File: src/rtl/lpht_pkg.sv
`timescale 1ns / 1ps
`default_nettype none
// ----------------------------------------------------------------------------
// lpht_pkg
// Shared types, status codes and key handling for the linear probing hash
// table.
// ----------------------------------------------------------------------------
package lpht_pkg;

    localparam int KEY_W = 64;
    localparam int SUM_W = 11;
    localparam int SIZE_CFG_W = 11;
    localparam int STATUS_W = 3;
    localparam int SLOT_W = 10;
    localparam int COMPARES_W = 11;

    localparam logic [SIZE_CFG_W-1:0] SIZE_RESET = 11'd1024;

    localparam logic [STATUS_W-1:0] ST_ADDED   = 3'd0;
    localparam logic [STATUS_W-1:0] ST_PRESENT = 3'd1;
    localparam logic [STATUS_W-1:0] ST_FULL    = 3'd2;
    localparam logic [STATUS_W-1:0] ST_FOUND   = 3'd3;
    localparam logic [STATUS_W-1:0] ST_MISSING = 3'd4;

    localparam logic ACT_INSERT = 1'b0;
    localparam logic ACT_FIND   = 1'b1;

    typedef struct packed {
        logic [KEY_W-1:0] key;
        logic [SUM_W-1:0] sum;
    } key_sum_t;

    // The key ends at its first zero byte or after nbytes bytes.
    function automatic key_sum_t normalize_key(input logic [KEY_W-1:0] raw,
                                               input int nbytes);
        key_sum_t   res;
        logic       alive;
        logic [7:0] b;
        res.key = '0;
        res.sum = '0;
        alive = 1'b1;
        for (int i = 0; i < 8; i++) begin
            b = raw[8*i +: 8];
            if (i >= nbytes || b == 8'd0) begin
                alive = 1'b0;
            end
            if (alive) begin
                res.key[8*i +: 8] = b;
                res.sum = res.sum + SUM_W'(b);
            end
        end
        return res;
    endfunction

endpackage
`default_nettype wire

File: src/rtl/lpht_hash.sv
`timescale 1ns / 1ps
`default_nettype none
// ----------------------------------------------------------------------------
// lpht_hash
// Home slot unit: reduces the byte sum modulo the table size one bit per
// cycle, then steps one slot forward with wrap.
// ----------------------------------------------------------------------------
module lpht_hash
    import lpht_pkg::*;
#(
    parameter int AW = 10,
    parameter int SW = 11
) (
    input  wire logic             clk,
    input  wire logic             rst_n,
    input  wire logic             start,
    input  wire logic [SUM_W-1:0] sum,
    input  wire logic [SW-1:0]    size,
    output logic                  done,
    output logic [AW-1:0]         home
);

    typedef enum logic {
        H_IDLE,
        H_RUN
    } hstate_t;

    hstate_t          state_reg;
    logic [3:0]       step_reg;
    logic [SUM_W-1:0] sum_reg;
    logic [SW-1:0]    size_reg;
    logic [SW-1:0]    rem_reg;
    logic             done_reg;
    logic [SW:0]      shifted;
    logic [SW-1:0]    rem_next;
    logic [SW:0]      plus_one;

    always_comb
    begin
        shifted = {rem_reg, sum_reg[SUM_W-1]};
        if (shifted >= {1'b0, size_reg})
        begin
            rem_next = SW'(shifted - {1'b0, size_reg});
        end
        else
        begin
            rem_next = SW'(shifted);
        end
        plus_one = {1'b0, rem_reg} + (SW+1)'(1);
        if (plus_one == {1'b0, size_reg})
        begin
            home = '0;
        end
        else
        begin
            home = AW'(plus_one);
        end
    end

    always_ff @(posedge clk or negedge rst_n)
    begin
        if (!rst_n)
        begin
            state_reg <= H_IDLE;
            done_reg  <= 1'b0;
        end
        else
        begin
            done_reg <= 1'b0;
            unique case (state_reg)
                H_IDLE:
                begin
                    if (start)
                    begin
                        sum_reg   <= sum;
                        size_reg  <= size;
                        rem_reg   <= '0;
                        step_reg  <= 4'(SUM_W - 1);
                        state_reg <= H_RUN;
                    end
                end
                H_RUN:
                begin
                    rem_reg  <= rem_next;
                    sum_reg  <= {sum_reg[SUM_W-2:0], 1'b0};
                    step_reg <= step_reg - 4'd1;
                    if (step_reg == 4'd0)
                    begin
                        done_reg  <= 1'b1;
                        state_reg <= H_IDLE;
                    end
                end
                default:
                begin
                    state_reg <= H_IDLE;
                end
            endcase
        end
    end

    assign done = done_reg;

endmodule
`default_nettype wire

File: config.mk
export PLATFORM = sky130hd
export DESIGN_NAME = lpht_hash
export DESIGN_NICKNAME = d
export VERILOG_FILES = /design/src/rtl/lpht_pkg.sv /design/src/rtl/lpht_hash.sv
export SDC_FILE = /design/constraint.sdc
export NUM_CORES = 1
export LEC_CHECK = 0
export BUFFER_PORTS_ARGS = -buffer_cell sky130_fd_sc_hd__buf_2
export CAP_MARGIN = 20
export CORE_UTILIZATION = 52
export DETAILED_ROUTE_END_ITERATION = 12
export HOLD_SLACK_MARGIN = 0.08
export PLACE_DENSITY_LB_ADDON = 0.15
export REMOVE_ABC_BUFFERS = 1
export SLEW_MARGIN = 30
export SYNTH_ARGS = -nofsm -noshare
export SYNTH_HDL_FRONTEND = slang
export SYNTH_SLANG_ARGS = --single-unit
File: constraint.sdc
create_clock -name clk -period 2.3 [get_ports clk]
set_input_delay 0.23 -clock clk [delete_from_list [all_inputs] [get_ports clk]]
set_output_delay 0.23 -clock clk [all_outputs]
set_load 0.01 [all_outputs]
==> results of run 1 <==
==> cell type report <==
cell class,instances,share of cell area
Sequential cell,39,0.3196
Inverter,20,0.02066
Tap cell,67,0.02307
Clock buffer,5,0.01894
Clock inverter,3,0.01963
Timing Repair Buffer,98,0.1832
Multi-Input combinational cell,189,0.4149
==> synthesized netlist by cell type (3+ instances only) <==
cell type and number:
clkbuf_1 7, xnor2_1 20, inv_1 19, edfxtp_1 37, nor3_1 3, o21ai_0 15
nor2_1 26, nand3_1 11, nand2_1 16, nand4_1 4, ha_1 14, o31ai_1 3
a21oi_1 17, mux2_2 11, xor2_1 7, nor2b_1 5, o21a_1 3
==> worst paths after layout <==
kind,from,endpoint,slack [ps],cells after the start
max,rem_reg[1]$_SDFFCE_PN0P_,home[3],-450,9
min,size[8],size_reg[8]$_DFFE_PP_,90,1
max reg2reg,rem_reg[2]$_SDFFCE_PN0P_,rem_reg[1]$_SDFFCE_PN0P_,-120,7
min reg2reg,step_reg[3]$_SDFFCE_PN1P_,done$_DFF_PN0_,480,1
max in group asynchronous,rst_n,state_reg$_DFF_PN0_,1940,2
min in group asynchronous,rst_n,done$_DFF_PN0_,260,2
==> power breakdown <==
group,switching [mW],internal (mW)
logic,1.68,1.64
clock network,0.272,0.441
registers,0.189,1.13
==> per-layer routing <==
layer | part of all wire | global-route usage | vias up
met4 | 0.032 | 0.1046 | 0
met1 | 0.40 | 0.3121 | 1090
li1 | - | - | 1130
met3 | 0.044 | 0.03177 | 24
met5 | 0 | 0 | -
met2 | 0.53 | 0.4631 | 80
==> metrics by stage <==
stage / util / cell area [µm²] / TNS (ps) / total power [mW] / hold WS (ps)
4_1_cts: 0.7393 / 3538 / -3971 / 5.086 / 99.66
3_3_place_gp: 0.6664 / 3189 / -1720 / 3.971 / 25.89
5_1_grt: 0.7592 / 3633 / -6616 / 5.648 / 91.28
3_5_place_dp: 0.6664 / 3189 / -2869 / 4.026 / 29.10
6_report: 0.7592 / 3633 / -4754 / 5.355 / 94.59
2_1_floorplan: - / 2560 / -3721 / 2.984 / -65.59
==> cells by family (layout without fill, tap and decap cells) <==
| kind of cell | after synthesis | in the layout | share of synthesized area |
|---|---|---|---|
| AND/OR/NAND/NOR | 76 | 76 | 0.1466 |
| AO/OA/AOI/OAI | 57 | 58 | 0.1408 |
| flip-flops | 39 | 39 | 0.4459 |
| buffers and inverters | 30 | 126 | 0.04565 |
| XOR/XNOR | 27 | 27 | 0.09082 |
| adder cells (fa/ha/maj) | 15 | 15 | 0.07497 |
| multiplexers | 13 | 13 | 0.05526 |
==> critical path, cell delays in order, from the launching register on <==
cell	delay, ps
edfxtp_1	460
ha_4	230
xnor2_4	190
xnor2_2	140
o31ai_1	100
or4_4	510
nor4_4	180
buf_4	200
nor2_1	60
buf_2	140
==> repair_timing <==
item | 4_1_cts | 5_1_grt
pin swaps | 17 | 2
cloned | 1 | 1
hold buffers | 1 | 0
endpoints found under the setup margin | 21 | 21
buffers inserted | 9 | 4
hold endpoints to repair | 2 | 0
gates resized for setup | 27 | 18
==> flow_summary.yaml, run 1 <==
global_routing:
  grt_max_degree: 27
  first_global_vias: 2149
  antenna_found_initial: 0
  overflow: 0
  grt_pass1_wl_um: 10090
  grt_use_total: 0.2574
clock_tree:
  clk_pin_slew_worst_paths_ps: 90
  cts_sinks: 39
  clock_latency_ps: 300
  cts-root-buf: "clkbuf_8"
  cts_buffer_depth: 2
  cts_tree: "built"
  cts_htree_levels: 2
  cts_buffers: 5
synthesis:
  synth.distinct_cells: 46
  synthCells: 257
  ys_ff_latch: 39
  synth.avg_cell_area_um2: 10.13
  synth_enable_flop_cells: 37
  synth.area.top_cells: "edfxtp_1 (43%), ha_1 (6.7%), xnor2_1 (6.7%)"
  syn-cell-area_um2: 2604
  yosysSeqAreaShare: 0.4459
  yosysWarnings: 0
  synth_top_area_frac: 0.4267
  async_reset_ff_frac: 0.05128
  synth_top_cell_by_area: "edfxtp_1"
  synth_flop_cell: "edfxtp_1"
critical_path:
  arrival_ps: 2520
  path_max_fanout: 7
  crit_type: "register to output pin"
  cp.required_ps: 2070
  startpoint_type: "register"
  end_kind: "output pin"
detailed_routing:
  antenna_left: 0
  drc: 0
  wl_um: 6762
  dr.pass1.iters: 4
  drtIter0Drc: 256
  vias: 2324
  wl_per_cell_um: 16.06
  vias_per_cell: 5.520
layout:
  n_antenna_cell: 0
  final_cells: 421
  drive_above_1_share: 0.4153
  layout_commonest_cell: "buf_4"
  most-common-layout-cells: "buf_4 (58), edfxtp_1 (37), buf_2 (35)"
  multi_input_area_um2: 1508
  layout.nets: 393
  area_growth_pct: 39.55
  fillers: 329
  seqCellArea_um2: 1161
sta:
  fmax_ghz: 0.3638
  fin_crit_sh: 1.195
  finalHoldViolations: 0
  relSlewSlack: 0.6387
  slew_viol_final: 0
  period_minus_slack_ps: 2748
  setup_slack_ps: -448.4
  rsz0062_at_grt: "true"
  finalSetupViolations: 21
  worst_pin_slew_ps: 542.0
  finClkSkew_ps: 14.33
power_and_ir_drop:
  power.density_nw_per_um2: 1474
  p_leak_nw: 1.522
  ir_drop_mv: 0.8610
die:
  initial_core_util: 0.5441
  die_h_um: 72.76
  ios: 36
  dieArea_um2: 5294
  die_width_um: 72.76
  coreArea_um2: 4786
  rows: 25
placed_design:
  dp_hpwl_um: 4531
  port_buffers: 35
  routabilityCongestion: 0.8179
  place_ws_ps: -248.0
  place_inst: 398
status:
  status: "finished, violations left"
  failed_checks: "negative setup slack"
worst_hold_path:
  hold_class: "primary input to register"
flow_run:
  cap_violations: 0
Power figures use the tool's default switching activity.
==> inputs of run 2 (changes only) <==
--- a/config.mk
+++ b/config.mk
@@ -12,6 +12,7 @@
 export HOLD_SLACK_MARGIN = 0.08
 export PLACE_DENSITY_LB_ADDON = 0.15
 export REMOVE_ABC_BUFFERS = 1
+export SKIP_LAST_GASP = 1
 export SLEW_MARGIN = 30
 export SYNTH_ARGS = -nofsm -noshare
 export SYNTH_HDL_FRONTEND = slang
==> run 2 against run 1 <==
  * The flow still finishes with violations (negative setup slack)
  * Core utilization up 2.9 points
  * Global-route usage up 0.95 points
  * Cell area up 3.8%
  * Clock-buffer cell count unchanged
  * Critical endpoint is now home[2]
==> flow_summary.yaml, run 2 (same netlist as run 1, synthesis figures left out) <==
status:
  status: "finished, violations left"
  failed_checks: "negative setup slack"
critical_path:
  r2r_cells: 9
  path_max_fanout: 7
  arrival_ps: 2630
  crit_type: "register to output pin"
  critPathCapture: "home[2]"
  r2r_start: "rem_reg[2]$_SDFFCE_PN0P_"
  end_kind: "output pin"
  cp-startpoint: "rem_reg[2]$_SDFFCE_PN0P_"
  cp.required_ps: 2070
  startpoint_type: "register"
  r2r-end: "rem_reg[1]$_SDFFCE_PN0P_"
  reg2reg_slack_ps: -280
worst_hold_path:
  hold_path_startpoint: "size[8]"
  hold_class: "primary input to register"
placed_design:
  place_ws_ps: -248.0
  dp_hpwl_um: 4531
  dpl_cell_area_um2: 3189
  port_buffers: 35
  routabilityCongestion: 0.8179
clock_tree:
  cts_buffer_depth: 2
  cts_sinks: 39
  cts_tree: "built"
  cts_htree_levels: 2
  cts-root-buf: "clkbuf_8"
  cts_buffers: 5
  clk_pin_slew_worst_paths_ps: 100
  clock_latency_ps: 310
die:
  rows: 25
  die_h_um: 72.76
  coreArea_um2: 4786
  ios: 36
  die_width_um: 72.76
  initial_core_util: 0.5441
  dieArea_um2: 5294
global_routing:
  grt_use_total: 0.2670
  first_global_vias: 2200
  grt_pass1_wl_um: 10440
  grt_max_degree: 27
  overflow: 0
  antenna_found_initial: 0
flow_run:
  cap_violations: 0
detailed_routing:
  wl_per_cell_um: 17.87
  antenna_left: 0
  vias: 2437
  drc: 0
  vias_per_cell: 5.734
  drtIter0Drc: 225
  dr.pass1.iters: 4
  wl_um: 7593
sta:
  whs_ps: 87.51
  fmax_ghz: 0.3495
  relSlewSlack: 0.6309
  fin_crit_sh: 1.244
  period_minus_slack_ps: 2862
  setup_slack_ps: -561.6
  finClkSkew_ps: 17.50
  worst_pin_slew_ps: 553.6
  finalSetupViolations: 21
  finalHoldViolations: 0
  rsz0062_at_grt: "true"
  slew_viol_final: 0
power_and_ir_drop:
  p_leak_nw: 1.574
  power.density_nw_per_um2: 1511
  ir_drop_mv: 0.8729
  finalPower_mw: 5.699
layout:
  most-common-layout-cells: "buf_4 (56), edfxtp_1 (37), buf_2 (35)"
  n_antenna_cell: 0
  layout.nets: 397
  fin_area_um2: 3772
  area_growth_pct: 44.88
  drive_above_1_share: 0.4609
  layout_commonest_cell: "buf_4"
run 2: worst min-delay path by stage:
| stage | endpoint | slack (ps) | cells after the start |
|---|---|---|---|
| 2_1_floorplan | done$_DFF_PN0_ | -70 | 0 |
| 3_3_place_gp | done$_DFF_PN0_ | 30 | 1 |
| 3_5_place_dp | done$_DFF_PN0_ | 30 | 1 |
| 4_1_cts | size_reg[8]$_DFFE_PP_ | 100 | 1 |
| 5_1_grt | size_reg[8]$_DFFE_PP_ | 80 | 1 |
| 6_report | size_reg[8]$_DFFE_PP_ | 90 | 1 |
run 2: critical path, stage by stage, from the launching register on:
cell,delay [ps]
edfxtp_1,540
buf_4,190
nand3_1,180
xor2_2,340
xnor2_2,160
nand4_1,190
nor4_4,350
buf_4,200
nor2_1,60
buf_2,140
run 2: metrics by stage:
stage,setup TNS (ps),util,std cells
floorplan,-3721,-,247
global placement,-1720,0.6664,398
detailed placement,-2869,0.6664,398
CTS,-4109,0.7388,416
global route,-9540,0.7882,425
finish,-7366,0.7882,425
run 2: metal layers:
metal / track usage / vias up / share of wire
met1: 0.3211 / 1154 / 0.38
li1: - / 1143 / -
met3: 0.05387 / 35 / 0.052
met5: 0 / - / 0
met2: 0.4631 / 105 / 0.52
met4: 0.1176 / 0 / 0.047
run 2: final cells by class:
class                   count  area, µm²
repair buffers            102      718.2
flip-flops and latches     39       1161
clock buffers               5      68.82
clock inverters             3      71.32
fillers                   302       1013
multi-input cells         189       1592
well taps                  67      83.83
inverters                  20      77.57
run 2: power by group:
| part | internal, mW | switching [mW] |
|---|---|---|
| logic | 1.76 | 1.89 |
| clock network | 0.441 | 0.280 |
| registers | 1.13 | 0.197 |
run 2: timing repair:
item / in CTS / in global routing
setup endpoints to repair: 21 / 21
resized for setup: 24 / 46
hold buffers: 1 / 0
gates cloned: 1 / 1
endpoints found under the hold margin: 2 / 0
pin swaps: 17 / 24
setup buffers: 9 / 8
